`config.mk`:
```
export PLATFORM = sky130hd
export DESIGN_NAME = hmac_sha1_engine_core
export DESIGN_NICKNAME = d
export VERILOG_FILES = /design/src/hsha_pkg.sv /design/src/hsha_round.sv /design/src/hsha_keystore.sv /design/src/hmac_sha1_engine_core.sv
export VERILOG_INCLUDE_DIRS = /design/src /design/src/src
export SDC_FILE = /design/constraint.sdc
export NUM_CORES = 2
export LEC_CHECK = 0
export BUFFER_PORTS_ARGS = -buffer_cell sky130_fd_sc_hd__buf_4
export CELL_PAD_IN_SITES_DETAIL_PLACEMENT = 1
export CELL_PAD_IN_SITES_GLOBAL_PLACEMENT = 2
export CORE_MARGIN = 2
export CORE_UTILIZATION = 31
export CTS_BUF_LIST = sky130_fd_sc_hd__clkbuf_2 sky130_fd_sc_hd__clkbuf_4 sky130_fd_sc_hd__clkbuf_8
export DETAILED_ROUTE_END_ITERATION = 6
export HOLD_SLACK_MARGIN = 0.06
export PLACE_DENSITY = 0.66
export SLEW_MARGIN = 20
export SYNTH_ARGS = -nofsm -noshare
export SYNTH_HDL_FRONTEND = slang
export SYNTH_HIERARCHICAL = 1
export SYNTH_SLANG_ARGS = --single-unit
```
`constraint.sdc`:
```
create_clock -name i_clk -period 27.7 [get_ports i_clk]
set_clock_uncertainty 0.15 [all_clocks]
set_input_delay 4.155 -clock i_clk [delete_from_list [all_inputs] [get_ports i_clk]]
set_output_delay 4.155 -clock i_clk [all_outputs]
set_load 0.05 [all_outputs]
```
`src/hmac_sha1_engine_core_assert.svh`:
```
// Assertion macros shared by the HMAC-SHA1 engine RTL.
// Needs i_clk and i_rst_n in the scope that uses them.
`ifndef HMAC_SHA1_ENGINE_CORE_ASSERT_SVH
`define HMAC_SHA1_ENGINE_CORE_ASSERT_SVH

// same-cycle implication
`define HSHA_ASSERT_IMP(lbl, ante, cons, msg) \
    lbl: assert property (@(posedge i_clk) disable iff (!i_rst_n) (ante) |-> (cons)) \
        else $error(msg);

// next-cycle implication
`define HSHA_ASSERT_NXT(lbl, ante, cons, msg) \
    lbl: assert property (@(posedge i_clk) disable iff (!i_rst_n) (ante) |=> (cons)) \
        else $error(msg);

`endif

```
`src/hsha_pkg.sv`:
```
// Types and constants for the HMAC-SHA1 engine.
// No dependencies.
`default_nettype none

package hsha_pkg;

    typedef struct packed {
        logic       kind;
        logic [7:0] byte_value;
        logic       has_byte;
        logic       last;
    } t_in_req;

    typedef struct packed {
        logic [63:0] digest_upper;
        logic [63:0] digest_middle;
        logic [31:0] digest_lower;
    } t_out_res;

    typedef logic [15:0][31:0] t_words16;
    typedef logic [4:0][31:0]  t_words5;

    typedef enum logic [3:0] {
        ST_IDLE,
        ST_PAD,
        ST_CSTART,
        ST_CWAIT,
        ST_BYTE,
        ST_END,
        ST_FPAD,
        ST_FLEN,
        ST_KEYCOPY,
        ST_INNER,
        ST_OCOPY,
        ST_OUT
    } t_state;

    typedef enum logic [1:0] {
        PH_IDLE,
        PH_KEY,
        PH_MSG
    } t_phase;

    localparam logic KIND_KEY = 1'b0;

    localparam t_words5 IV = {32'hC3D2E1F0, 32'h10325476, 32'h98BADCFE,
                              32'hEFCDAB89, 32'h67452301};

    localparam logic [31:0] K0 = 32'h5A827999;
    localparam logic [31:0] K1 = 32'h6ED9EBA1;
    localparam logic [31:0] K2 = 32'h8F1BBCDC;
    localparam logic [31:0] K3 = 32'hCA62C1D6;

    localparam logic [7:0] IPAD    = 8'h36;
    localparam logic [7:0] OPAD    = 8'h5C;
    localparam logic [7:0] PAD_ONE = 8'h80;

    localparam logic [6:0] LAST_ROUND = 7'd79;

endpackage

`default_nettype wire

```
`src/hsha_round.sv`:
```
// SHA-1 compression unit: one round per cycle, 16-word schedule shift line.
// Depends on hsha_pkg and hmac_sha1_engine_core_assert.svh.
`default_nettype none

module hsha_round (
    input  wire logic              i_clk,
    input  wire logic              i_rst_n,
    input  wire logic              i_start,
    input  wire hsha_pkg::t_words16 i_block,
    input  wire hsha_pkg::t_words5  i_chain,
    output logic                   o_busy,
    output logic                   o_done,
    output hsha_pkg::t_words5       o_regs
);

    hsha_pkg::t_words16 r_w;
    hsha_pkg::t_words5  r_v;
    logic [6:0]         r_cnt;
    logic               r_busy;
    logic               r_done;

    logic [31:0] mix;
    logic [31:0] wt;
    logic [31:0] f;
    logic [31:0] kc;
    logic [31:0] t;

    always_comb begin
        mix = r_w[13] ^ r_w[8] ^ r_w[2] ^ r_w[0];
        wt  = (r_cnt < 7'd16) ? r_w[0] : {mix[30:0], mix[31]};
        if (r_cnt < 7'd20) begin
            f  = (r_v[1] & r_v[2]) | (~r_v[1] & r_v[3]);
            kc = hsha_pkg::K0;
        end else if (r_cnt < 7'd40) begin
            f  = r_v[1] ^ r_v[2] ^ r_v[3];
            kc = hsha_pkg::K1;
        end else if (r_cnt < 7'd60) begin
            f  = (r_v[1] & r_v[2]) | (r_v[1] & r_v[3]) | (r_v[2] & r_v[3]);
            kc = hsha_pkg::K2;
        end else begin
            f  = r_v[1] ^ r_v[2] ^ r_v[3];
            kc = hsha_pkg::K3;
        end
        t = {r_v[0][26:0], r_v[0][31:27]} + f + r_v[4] + kc + wt;
    end

    always_ff @(posedge i_clk) begin
        if (!i_rst_n) begin
            r_busy <= 1'b0;
            r_done <= 1'b0;
            r_cnt  <= '0;
        end else begin
            r_done <= 1'b0;
            if (i_start) begin
                r_busy <= 1'b1;
                r_cnt  <= '0;
            end else if (r_busy) begin
                r_cnt <= r_cnt + 7'd1;
                if (r_cnt == hsha_pkg::LAST_ROUND) begin
                    r_busy <= 1'b0;
                    r_done <= 1'b1;
                end
            end
        end
    end

    always_ff @(posedge i_clk) begin
        if (i_start) begin
            r_w <= i_block;
            r_v <= i_chain;
        end else if (r_busy) begin
            r_w  <= {wt, r_w[15:1]};
            r_v[4] <= r_v[3];
            r_v[3] <= r_v[2];
            r_v[2] <= {r_v[1][1:0], r_v[1][31:2]};
            r_v[1] <= r_v[0];
            r_v[0] <= t;
        end
    end

    assign o_busy = r_busy;
    assign o_done = r_done;
    assign o_regs = r_v;

    `include "hmac_sha1_engine_core_assert.svh"

    `HSHA_ASSERT_NXT(a_done_after_last, r_busy && !i_start && r_cnt == hsha_pkg::LAST_ROUND, r_done && !r_busy, "compression did not finish after the last round")
    `HSHA_ASSERT_IMP(a_cnt_range, r_busy, r_cnt <= hsha_pkg::LAST_ROUND, "round counter out of range")
    `HSHA_ASSERT_NXT(a_start_busy, i_start, r_busy && r_cnt == 7'd0 && !r_done, "start did not begin a compression")

endmodule

`default_nettype wire

```
`src/hsha_keystore.sv`:
```
// Key block store: 64 bytes with per-entry valid bits, unwritten reads zero.
// Depends on hmac_sha1_engine_core_assert.svh.
`default_nettype none

module hsha_keystore (
    input  wire logic       i_clk,
    input  wire logic       i_rst_n,
    input  wire logic       i_clear,
    input  wire logic       i_we,
    input  wire logic [5:0] i_waddr,
    input  wire logic [7:0] i_wdata,
    input  wire logic [5:0] i_raddr,
    output logic [7:0]      o_rdata
);

    logic [7:0]  r_mem [64];
    logic [63:0] r_vld;
    logic [7:0]  r_rdata;

    always_ff @(posedge i_clk) begin
        if (!i_rst_n) begin
            r_vld <= '0;
        end else if (i_clear) begin
            r_vld <= '0;
        end else if (i_we) begin
            r_vld[i_waddr] <= 1'b1;
        end
    end

    always_ff @(posedge i_clk) begin
        if (i_we) begin
            r_mem[i_waddr] <= i_wdata;
        end
        r_rdata <= r_vld[i_raddr] ? r_mem[i_raddr] : 8'h00;
    end

    assign o_rdata = r_rdata;

    `include "hmac_sha1_engine_core_assert.svh"

    `HSHA_ASSERT_NXT(a_clear_empties, i_clear, r_vld == 64'd0, "clear left valid entries")
    `HSHA_ASSERT_NXT(a_write_marks, i_we && !i_clear, r_vld[$past(i_waddr)], "write did not mark entry valid")
    `HSHA_ASSERT_IMP(a_no_clear_write, i_clear, !i_we, "clear and write in one cycle")

endmodule

`default_nettype wire

```
`src/hmac_sha1_engine_core.sv`:
```
// HMAC-SHA1 engine, top level.
// Input channel: one request per byte (i_in_data: kind, byte_value, has_byte,
// last) under i_in_valid / o_in_stall. Key requests (kind 0) come first; the
// key is kept for all later messages. A request with has_byte 0 and last 1
// ends an empty key or message.
// Output channel: one 160-bit digest per message under o_out_valid /
// i_out_stall, held in an output register until taken.
// Steps: a plain byte is written into the block buffer. A byte that completes a
// 64-byte block also runs the 80-round compression unit. The first message
// byte adds a key block load and a compression. The last message byte adds
// padding byte writes, three or four compressions and a key block load before
// the digest. A long key adds padding, compression and a key copy at its end.
// One request is handled at a time; o_in_stall is high while busy.
// Reset clears the key to empty and the control state.
// If the previous digest is still stalled, a new digest waits in the
// sequencer until the output register frees.
`default_nettype none

module hmac_sha1_engine_core (
    input  wire logic               i_clk,
    input  wire logic               i_rst_n,
    input  wire logic               i_in_valid,
    output logic                    o_in_stall,
    input  wire hsha_pkg::t_in_req  i_in_data,
    output logic                    o_out_valid,
    input  wire logic               i_out_stall,
    output hsha_pkg::t_out_res      o_out_data
);

    hsha_pkg::t_state  r_state, n_state;
    hsha_pkg::t_state  r_cret, n_cret;
    hsha_pkg::t_state  r_fret, n_fret;
    hsha_pkg::t_phase  r_phase, n_phase;
    logic [63:0]       r_count, n_count;
    logic              r_long, n_long;
    hsha_pkg::t_in_req r_req, n_req;
    logic [6:0]        r_idx, n_idx;
    logic [5:0]        r_pos, n_pos;
    logic              r_first, n_first;
    logic [7:0]        r_xv, n_xv;
    hsha_pkg::t_words5 r_chain, n_chain;
    hsha_pkg::t_words5 r_inner, n_inner;
    logic              r_out_valid, n_out_valid;
    hsha_pkg::t_out_res r_out_data, n_out_data;
    hsha_pkg::t_words16 r_buf;

    logic              rnd_start;
    logic              rnd_busy;
    logic              rnd_done;
    hsha_pkg::t_words5 rnd_regs;

    logic              ks_clear;
    logic              ks_we;
    logic [5:0]        ks_waddr;
    logic [7:0]        ks_wdata;
    logic [7:0]        ks_rdata;

    logic              bb_bwe;
    logic [5:0]        bb_bpos;
    logic [7:0]        bb_bval;
    logic              bb_len;
    logic              bb_inner;

    logic [31:0]       cp_word;
    logic [5:0]        pad_pos;

    hsha_round u_round (
        .i_clk   (i_clk),
        .i_rst_n (i_rst_n),
        .i_start (rnd_start),
        .i_block (r_buf),
        .i_chain (r_chain),
        .o_busy  (rnd_busy),
        .o_done  (rnd_done),
        .o_regs  (rnd_regs)
    );

    hsha_keystore u_keystore (
        .i_clk   (i_clk),
        .i_rst_n (i_rst_n),
        .i_clear (ks_clear),
        .i_we    (ks_we),
        .i_waddr (ks_waddr),
        .i_wdata (ks_wdata),
        .i_raddr (r_idx[5:0]),
        .o_rdata (ks_rdata)
    );

    always_comb begin
        cp_word = r_chain[r_idx[4:2]];
        pad_pos = r_idx[5:0] - 6'd1;
    end

    always_comb begin
        n_state     = r_state;
        n_cret      = r_cret;
        n_fret      = r_fret;
        n_phase     = r_phase;
        n_count     = r_count;
        n_long      = r_long;
        n_req       = r_req;
        n_idx       = r_idx;
        n_pos       = r_pos;
        n_first     = r_first;
        n_xv        = r_xv;
        n_chain     = r_chain;
        n_inner     = r_inner;
        n_out_valid = r_out_valid;
        n_out_data  = r_out_data;
        rnd_start   = 1'b0;
        ks_clear    = 1'b0;
        ks_we       = 1'b0;
        ks_waddr    = r_count[5:0];
        ks_wdata    = r_req.byte_value;
        bb_bwe      = 1'b0;
        bb_bpos     = r_count[5:0];
        bb_bval     = r_req.byte_value;
        bb_len      = 1'b0;
        bb_inner    = 1'b0;

        if (r_out_valid && !i_out_stall) begin
            n_out_valid = 1'b0;
        end

        unique case (r_state)
            hsha_pkg::ST_IDLE: begin
                if (i_in_valid) begin
                    n_req = i_in_data;
                    if (i_in_data.has_byte || i_in_data.last) begin
                        if (i_in_data.kind == hsha_pkg::KIND_KEY) begin
                            if (r_phase != hsha_pkg::PH_KEY) begin
                                ks_clear = 1'b1;
                                n_chain  = hsha_pkg::IV;
                                n_count  = '0;
                                n_long   = 1'b0;
                                n_phase  = hsha_pkg::PH_KEY;
                            end
                            n_state = hsha_pkg::ST_BYTE;
                        end else if (r_phase == hsha_pkg::PH_MSG) begin
                            n_state = hsha_pkg::ST_BYTE;
                        end else if (r_phase == hsha_pkg::PH_IDLE) begin
                            n_chain = hsha_pkg::IV;
                            n_phase = hsha_pkg::PH_MSG;
                            n_count = 64'd64;
                            n_xv    = hsha_pkg::IPAD;
                            n_idx   = '0;
                            n_cret  = hsha_pkg::ST_BYTE;
                            n_state = hsha_pkg::ST_PAD;
                        end
                    end
                end
            end
            hsha_pkg::ST_PAD: begin
                n_idx = r_idx + 7'd1;
                if (r_idx != 7'd0) begin
                    bb_bwe  = 1'b1;
                    bb_bpos = pad_pos;
                    bb_bval = ks_rdata ^ r_xv;
                end
                if (r_idx == 7'd64) begin
                    n_state = hsha_pkg::ST_CSTART;
                end
            end
            hsha_pkg::ST_CSTART: begin
                rnd_start = 1'b1;
                n_state   = hsha_pkg::ST_CWAIT;
            end
            hsha_pkg::ST_CWAIT: begin
                if (rnd_done) begin
                    for (int k = 0; k < 5; k++) begin
                        n_chain[k] = r_chain[k] + rnd_regs[k];
                    end
                    n_state = r_cret;
                end
            end
            hsha_pkg::ST_BYTE: begin
                n_state = hsha_pkg::ST_END;
                if (r_req.has_byte) begin
                    if (r_req.kind == hsha_pkg::KIND_KEY) begin
                        if (|r_count[63:6]) begin
                            n_long = 1'b1;
                        end else begin
                            ks_we = 1'b1;
                        end
                    end
                    bb_bwe  = 1'b1;
                    n_count = r_count + 64'd1;
                    if (r_count[5:0] == 6'd63) begin
                        n_cret  = hsha_pkg::ST_END;
                        n_state = hsha_pkg::ST_CSTART;
                    end
                end
            end
            hsha_pkg::ST_END: begin
                n_state = hsha_pkg::ST_IDLE;
                if (r_req.last) begin
                    if (r_req.kind == hsha_pkg::KIND_KEY) begin
                        if (r_long) begin
                            ks_clear = 1'b1;
                            n_idx    = '0;
                            n_fret   = hsha_pkg::ST_KEYCOPY;
                            n_pos    = r_count[5:0];
                            n_first  = 1'b1;
                            n_state  = hsha_pkg::ST_FPAD;
                        end else begin
                            n_phase = hsha_pkg::PH_IDLE;
                        end
                    end else begin
                        n_fret  = hsha_pkg::ST_INNER;
                        n_pos   = r_count[5:0];
                        n_first = 1'b1;
                        n_state = hsha_pkg::ST_FPAD;
                    end
                end
            end
            hsha_pkg::ST_FPAD: begin
                bb_bwe  = 1'b1;
                bb_bpos = r_pos;
                bb_bval = r_first ? hsha_pkg::PAD_ONE : 8'h00;
                n_first = 1'b0;
                n_pos   = r_pos + 6'd1;
                if (r_pos == 6'd55) begin
                    n_state = hsha_pkg::ST_FLEN;
                end else if (r_pos == 6'd63) begin
                    n_cret  = hsha_pkg::ST_FPAD;
                    n_state = hsha_pkg::ST_CSTART;
                end
            end
            hsha_pkg::ST_FLEN: begin
                bb_len  = 1'b1;
                n_cret  = r_fret;
                n_state = hsha_pkg::ST_CSTART;
            end
            hsha_pkg::ST_KEYCOPY: begin
                ks_we    = 1'b1;
                ks_waddr = r_idx[5:0];
                ks_wdata = cp_word[{~r_idx[1:0], 3'b000} +: 8];
                n_idx    = r_idx + 7'd1;
                if (r_idx == 7'd19) begin
                    n_phase = hsha_pkg::PH_IDLE;
                    n_state = hsha_pkg::ST_IDLE;
                end
            end
            hsha_pkg::ST_INNER: begin
                n_inner = r_chain;
                n_chain = hsha_pkg::IV;
                n_xv    = hsha_pkg::OPAD;
                n_idx   = '0;
                n_cret  = hsha_pkg::ST_OCOPY;
                n_state = hsha_pkg::ST_PAD;
            end
            hsha_pkg::ST_OCOPY: begin
                bb_inner = 1'b1;
                n_count  = 64'd84;
                n_pos    = 6'd20;
                n_first  = 1'b1;
                n_fret   = hsha_pkg::ST_OUT;
                n_state  = hsha_pkg::ST_FPAD;
            end
            hsha_pkg::ST_OUT: begin
                if (!r_out_valid || !i_out_stall) begin
                    n_out_data.digest_upper  = {r_chain[0], r_chain[1]};
                    n_out_data.digest_middle = {r_chain[2], r_chain[3]};
                    n_out_data.digest_lower  = r_chain[4];
                    n_out_valid = 1'b1;
                    n_phase     = hsha_pkg::PH_IDLE;
                    n_state     = hsha_pkg::ST_IDLE;
                end
            end
            default: begin
                n_state = hsha_pkg::ST_IDLE;
            end
        endcase
    end

    always_ff @(posedge i_clk) begin
        if (!i_rst_n) begin
            r_state     <= hsha_pkg::ST_IDLE;
            r_phase     <= hsha_pkg::PH_IDLE;
            r_count     <= '0;
            r_long      <= 1'b0;
            r_out_valid <= 1'b0;
            r_chain     <= hsha_pkg::IV;
            r_inner     <= '0;
        end else begin
            r_state     <= n_state;
            r_phase     <= n_phase;
            r_count     <= n_count;
            r_long      <= n_long;
            r_out_valid <= n_out_valid;
            r_chain     <= n_chain;
            r_inner     <= n_inner;
        end
    end

    always_ff @(posedge i_clk) begin
        r_cret     <= n_cret;
        r_fret     <= n_fret;
        r_req      <= n_req;
        r_idx      <= n_idx;
        r_pos      <= n_pos;
        r_first    <= n_first;
        r_xv       <= n_xv;
        r_out_data <= n_out_data;
        if (bb_bwe) begin
            r_buf[bb_bpos[5:2]][{~bb_bpos[1:0], 3'b000} +: 8] <= bb_bval;
        end
        if (bb_len) begin
            r_buf[14] <= {r_count[60:29]};
            r_buf[15] <= {r_count[28:0], 3'b000};
        end
        if (bb_inner) begin
            for (int k = 0; k < 5; k++) begin
                r_buf[k] <= r_inner[k];
            end
        end
    end

    assign o_in_stall  = (r_state != hsha_pkg::ST_IDLE);
    assign o_out_valid = r_out_valid;
    assign o_out_data  = r_out_data;

    `include "hmac_sha1_engine_core_assert.svh"

    `HSHA_ASSERT_IMP(a_start_when_free, rnd_start, !rnd_busy, "compression started while busy")
    `HSHA_ASSERT_IMP(a_idle_no_round, r_state == hsha_pkg::ST_IDLE, !rnd_busy, "idle with compression running")
    `HSHA_ASSERT_IMP(a_out_from_seq, $rose(r_out_valid), $past(r_state) == hsha_pkg::ST_OUT, "digest appeared outside output step")

endmodule

`default_nettype wire
```
After elaboration in Yosys (flattened, before gate mapping)
Memory sizes are Yosys's and may differ from the RTL's. A register that Yosys moved wholly into a read port is not among the register bits.
Cells that the tools add are included.
{"block": "totals", "regBits": 1850, "latch_bits": 0, "mem_bits_rw": 512, "romBits": 0, "input_bits": 15, "output_inout_bits": 162, "wordCells": 352, "n_memories": 1}
{"name": "u_keystore.r_mem", "depth": 64, "width": 8, "rd": 1, "rd_clocked_by_memory_dff": 1, "write_ports": 1, "line_no": "hsha_keystore.sv:16", "source": "logic [7:0] r_mem [64];"}
{"block": "op_classes", "add_sub_neg": 15, "mul": 0, "div_mod_pow": 0, "n_lt_le_gt_ge": 10, "n_eq_ne": 46, "n_shift": 3, "muxes": 147, "bitwise_logic": 19, "reduce_logical": 41}
{"op": "$mux 160", "n": 10}
{"op": "$mux 512", "n": 3}
{"op": "$bwmux 512", "n": 1}
{"op": "$mux 64", "n": 8}
{"op": "$pmux 160 s3", "n": 1}
{"op": "$add 32x32->32", "n": 9}
{"op": "$mux 32", "n": 8}
{"op": "$pmux 64 s3", "n": 1}
{"op": "$xor 32x32->32", "n": 5}
{"op": "$and 32x32->32", "n": 4}
{"op": "$demux 32 s4", "n": 1}
{"op": "$mux 4", "n": 25}
{"op": "$bmux 32 s3", "n": 1}
{"op": "$or 32x32->32", "n": 3}
{"op": "$add 64x1->64 const B", "n": 1}
{"op": "$mux 8", "n": 8}
{"op": "$or 64x64->64", "n": 1}
{"op": "$reduce_or 58->1", "n": 1}
{"op": "$mux 7", "n": 8}
{"op": "$pmux 4 s12", "n": 1}
{"op": "$ne 2x2->1 const B", "n": 20}
{"op": "$mux 1", "n": 36}
{"op": "$not 32->32", "n": 1}
{"op": "$pmux 8 s2", "n": 2}
{"op": "other kinds (62)", "n": 122}

Longest topological paths before layout
{"block": "depth", "ltp_word": 12, "ltp_mapped": 20, "ltp_nobuf": 19}

By module
Netlist, hierarchy kept.
{"module": "hmac_sha1_engine_core", "instances": 1, "cells_each": 4465, "area_each_um2": 48729.2, "seq_area_each_um2": 28987.8}
{"module": "hsha_round", "instances": 1, "cells_each": 2363, "area_each_um2": 34916.0, "seq_area_each_um2": 20359.5}
{"module": "hsha_keystore", "instances": 1, "cells_each": 1105, "area_each_um2": 22293.9, "seq_area_each_um2": 16816.1}

Worst setup path after synthesis
No wires, ideal clock.
{"block": "synth_timing", "kind": "input-to-reg", "from": "input port i_out_stall", "to": "register r_out_data, in the netlist o_out_data[0], enable pin", "setup_ns": 0.734, "arrival_time_ns": 11.863, "t_required_ns": 26.816, "path_slack_ns": 14.953, "stages": 1, "path_buffers": 0, "path_cell_list": "a21oi_1"}
{"block": "synth_via", "elab_chain_len": 3}
{"element": "start, declared", "line_no": "hmac_sha1_engine_core.sv:26", "source": "input wire logic i_out_stall,"}
{"element": "$logic_not 1->1", "line_no": "hmac_sha1_engine_core.sv:261", "source": "if (!r_out_valid || !i_out_stall) begin"}
{"element": "$logic_or 1x1->1", "line_no": "hmac_sha1_engine_core.sv:261"}
{"element": "$reduce_and 2->1 (no source line)"}
{"element": "end signal, assigned", "line_no": "hmac_sha1_engine_core.sv:304", "source": "r_out_data <= n_out_data;"}
{"element": "end, declared", "line_no": "hmac_sha1_engine_core.sv:44", "source": "hsha_pkg::t_out_res r_out_data, n_out_data;"}
No other way between the ends.
A chain may end at the register's enable or synchronous reset.

Worst setup path after layout
{"block": "layout_timing", "from": "register u_round.r_cnt[5]", "to": "register u_round.r_v, in the netlist u_round/o_regs[31], data pin"}
{"block": "layout_via", "elab_chain_len": 10, "word_cells_on_any_way": 17, "cone_classes": "add/sub (4); order compare (4); mux (9)"}
{"element": "start, declared", "line_no": "hsha_round.sv:18", "source": "logic [6:0] r_cnt;"}
{"element": "start signal, assigned", "line_no": "hsha_round.sv:58", "source": "r_cnt <= r_cnt + 7'd1;"}
{"element": "$lt 7x6->1", "line_no": "hsha_round.sv:37", "source": "end else if (r_cnt < 7'd60) begin"}
{"element": "$mux 32", "line_no": "hsha_round.sv:37"}
{"element": "$mux 32", "line_no": "hsha_round.sv:34", "source": "end else if (r_cnt < 7'd40) begin"}
{"element": "$mux 32", "line_no": "hsha_round.sv:31", "source": "if (r_cnt < 7'd20) begin"}
{"element": "$add 32x32->32 (3 in series)", "line_no": "hsha_round.sv:44", "source": "t = {r_v[0][26:0], r_v[0][31:27]} + f + r_v[4] + kc + wt;"}
{"element": "$add 32x32->32 (*)", "line_no": "hsha_round.sv:44"}
{"element": "$mux 160 (*)", "line_no": "hsha_round.sv:71", "source": "end else if (r_busy) begin"}
{"element": "$mux 160 (*)", "line_no": "hsha_round.sv:68", "source": "if (i_start) begin"}
{"element": "end signal, assigned", "line_no": "hsha_round.sv:70", "source": "r_v <= i_chain;"}
{"element": "end, declared", "line_no": "hsha_round.sv:17", "source": "hsha_pkg::t_words5 r_v;"}
Mark *: on every way between the ends. The rest lies on a longest branch, timed or not. The select of a mux whose other input is x is not followed.

==> flow_metrics.tcl <==
set metrics [dict create \
    status "complete, no violations" \
    first_pass_iters 5 \
    synth_top_area_share_pct 53.5 \
    worstSetupPathType "register to register" \
    end_kind "register" \
    final_common_cell "edfxtp_1" \
    synth_simple_gate_area_share_pct 8.02 \
    met3_wirelength_um 21900 \
    grt_overflow 0 \
    intPower_mw 8.67 \
    track_usage_pct 20.4 \
    clk_path_buf_depth 4 \
    cts_max_level 5 \
    final_hold_viol_count 0 \
    clkTransAtPathRegs_ns 0.06 \
    synth_top_area_cell "edfxtp_1" \
    synth_compound_area_share_pct 9.25 \
    ys_ff_latch 2362 \
    ir_drop_uv 114 \
    ys_async_sr_fraction_pct 0 \
    start_kind "register" \
    rows 214 \
    clkLatencyLatePin_ns 1.11 \
    synth_fa_ha_area_share_pct 4.74 \
    grt_pass1_wl_um 518000 \
    p_leak_nw 41.0 \
    final_cell_mix "edfxtp_1 (1886), nand2_1 (884), mux2_2 (584)" \
    grt_setup_unrepaired "no" \
    area_growth_pct 14.8 \
    clock_sinks 2362 \
    p_sw_share_pct 38.7 \
    post-route-period-util_pct 28.6 \
    routed_via_density 5.22 \
    wl_met1_um 168000 \
    synth_warnings 6 \
    initial_core_util_pct 31.2 \
    routedWlPerCell_um 27.4 \
    core_um2 340000 \
    syn_area_per_cell_um2 13.4 \
    tightest_slew_ns 1.29 \
    cts_tree "done" \
    syn_inst 7933 \
    wl_met2_um 162000 \
    maxSlewHeadroom_pct 12.6 \
    routed.top_layer "met5" \
    power_frac_seq_pct 35.1 \
    dieWidth_um 589 \
    syn_area_um2 106000 \
    vias 69000 \
    synth_xor_xnor_area_share_pct 2.62 \
    place.gp.congestion 0.884 \
    cts-resized-gates 0 \
    max_freq_ghz 0.126 \
    hold_buffers 0 \
    synth_top_family_by_area "multiplexers" \
    synth_edf_count 1886 \
    hold_path_class "register to register" \
    setup_tns_ns 0 \
    yosys.cell_types.count 104 \
    setup-violations-final 0 \
    numCtsBuffers 415 \
    p_comb_share_pct 41.1 \
    drc 0 \
    antenna_found_initial 32 \
    cp_max_fo 23 \
    p_clk_share_pct 23.7 \
    drtAntennaViolNets 0 \
    ys_seq_area_share_pct 62.5 \
    portBuffers 176 \
    finalCriticalPeriod_ns 7.91 \
    pwr_density_cell_nw_per_um2 116 \
    place_area_um2 113000 \
    cap_violations 0 \
    grt_pass1_vias 70900 \
    synth_mux_area_share_pct 10.4 \
    wl_um 362000 \
    post_cts_buffers 0 \
    dieArea_um2 346000 \
    p_sw_mw 5.48 \
    cts_root_buf "clkbuf_8" \
    cp.required_ns 28.37 \
    grt_max_degree 177 \
    synth_nets 8274 \
    hpwl_um 254000 \
    design_area_um2 122000 \
    pin_count 177 \
    layout-drive-gt1-share_pct 22.2 \
    slew_violations 0 \
    synthTopCellsByArea "edfxtp_1 (53%), dfxtp_1 (9.0%), mux2_2 (6.2%), mux4_2 (3.7%), nand2_1 (3.1%)" \
    synth-main-ff-cell "edfxtp_1" \
    drt_iter0_drc 5957 \
    final_nets 8663 \
    crit_arrival_ns 8.58 \
    die_h_um 589 \
]
[power by group through the flow]
stage / Combinational [mW] / Sequential [mW] / Clock [mW]
2_1_floorplan: 3.97 / 5.03 / 0
3_3_place_gp: 5.59 / 5.03 / 0
3_5_place_dp: 5.71 / 5.04 / 0
4_1_cts: 5.76 / 4.97 / 3.45
5_1_grt: 6.31 / 5.01 / 3.59
6_report: 5.82 / 4.97 / 3.36
[final timing paths]
path | start | to | slack [ns] | depth (start not counted)
setup / recovery | u_round/r_cnt[5]$_SDFFE_PP0P_ | u_round/o_regs[31]$_DFFE_PP_ | 19.79 | 17
hold / removal | r_inner[98]$_SDFFE_PN0P_ | r_inner[98]$_SDFFE_PN0P_ | 0.31 | 2
setup reg to reg | u_round/r_cnt[5]$_SDFFE_PP0P_ | u_round/o_regs[31]$_DFFE_PP_ | 19.79 | 17
hold reg to reg | r_inner[98]$_SDFFE_PN0P_ | r_inner[98]$_SDFFE_PN0P_ | 0.31 | 2
[routing by layer]
layer  global-route usage [%]  vias to the layer above
met5                        0                        -
met4                     5.79                       10
met3                     3.39                      510
met2                     31.4                     2025
met1                     29.6                    36200
li1                         -                    30300
[area by class of cell]
type,instances,area [um2]
Clock buffer,605,7410
Sequential cell,2362,66200
Clock inverter,163,1180
Timing Repair Buffer,357,2760
Tap cell,4536,5680
Antenna cell,7,17.5
Inverter,281,1070
Fill cell,36000,218000
Multi-Input combinational cell,4905,37400
[Yosys cell counts, drive strengths merged, types with 42 or more instances]
cell / count
xor2: 106
a21boi: 49
fa: 125
nand3: 101
nand2: 886
dfxtp: 476
nand2b: 46
xnor2: 211
inv: 279
mux2i: 56
nor2b: 62
o21ai: 350
nor2: 492
clkbuf: 322
buf: 63
a21o: 85
a22o: 91
a21oi: 512
ha: 201
nor3: 70
edfxtp: 1886
a22oi: 93
o21a: 91
mux4: 173
and3: 42
mux2: 584
[per-stage QoR]
step	util (%)	setup slack [ns]	hold slack (ns)	power (mW)	std cells
final	35.8	19.79	0.306	14.1	13200
after global routing	35.8	19.51	0.327	14.9	13200
after CTS	35.8	19.99	0.306	14.2	13200
after detailed placement	33.2	19.71	0.300	10.8	12400
after global placement	33.2	19.69	0.289	10.6	12400
after floorplan	-	14.95	0.282	8.99	7933
[state kept, by name, summed over array words and instances, names as in the netlist, 160 cells and up]
signal,flops
r_chain,160
r_inner,160
u_round/o_regs,160
o_out_data,160
r_buf,512
u_round/r_w,512
u_keystore/r_mem,512
[kinds of logic after synthesis]
family,count (synthesis)
simple gates,1905
buf+inv,666
fa+ha+maj,326
compound gates,1544
flops,2362
xor+xnor,317
mux,813
[worst max-delay path, stage by stage, from the launching register on]
cell and delay, ns:
dfxtp_1 0.54, o21ai_1 0.20, nor3_2 0.21, buf_4 0.47
clkinv_1 1.11, o221ai_1 0.81, fa_1 0.51, fa_1 0.49
inv_1 0.05, ha_1 0.48, nand2_1 0.08, o21ai_0 0.39
nor4bb_1 0.15, a211oi_1 1.01, nor2_1 0.21, o311ai_1 0.40
xnor2_1 0.16, o21ai_1 0.07
Power figures use the tool's default switching activity.
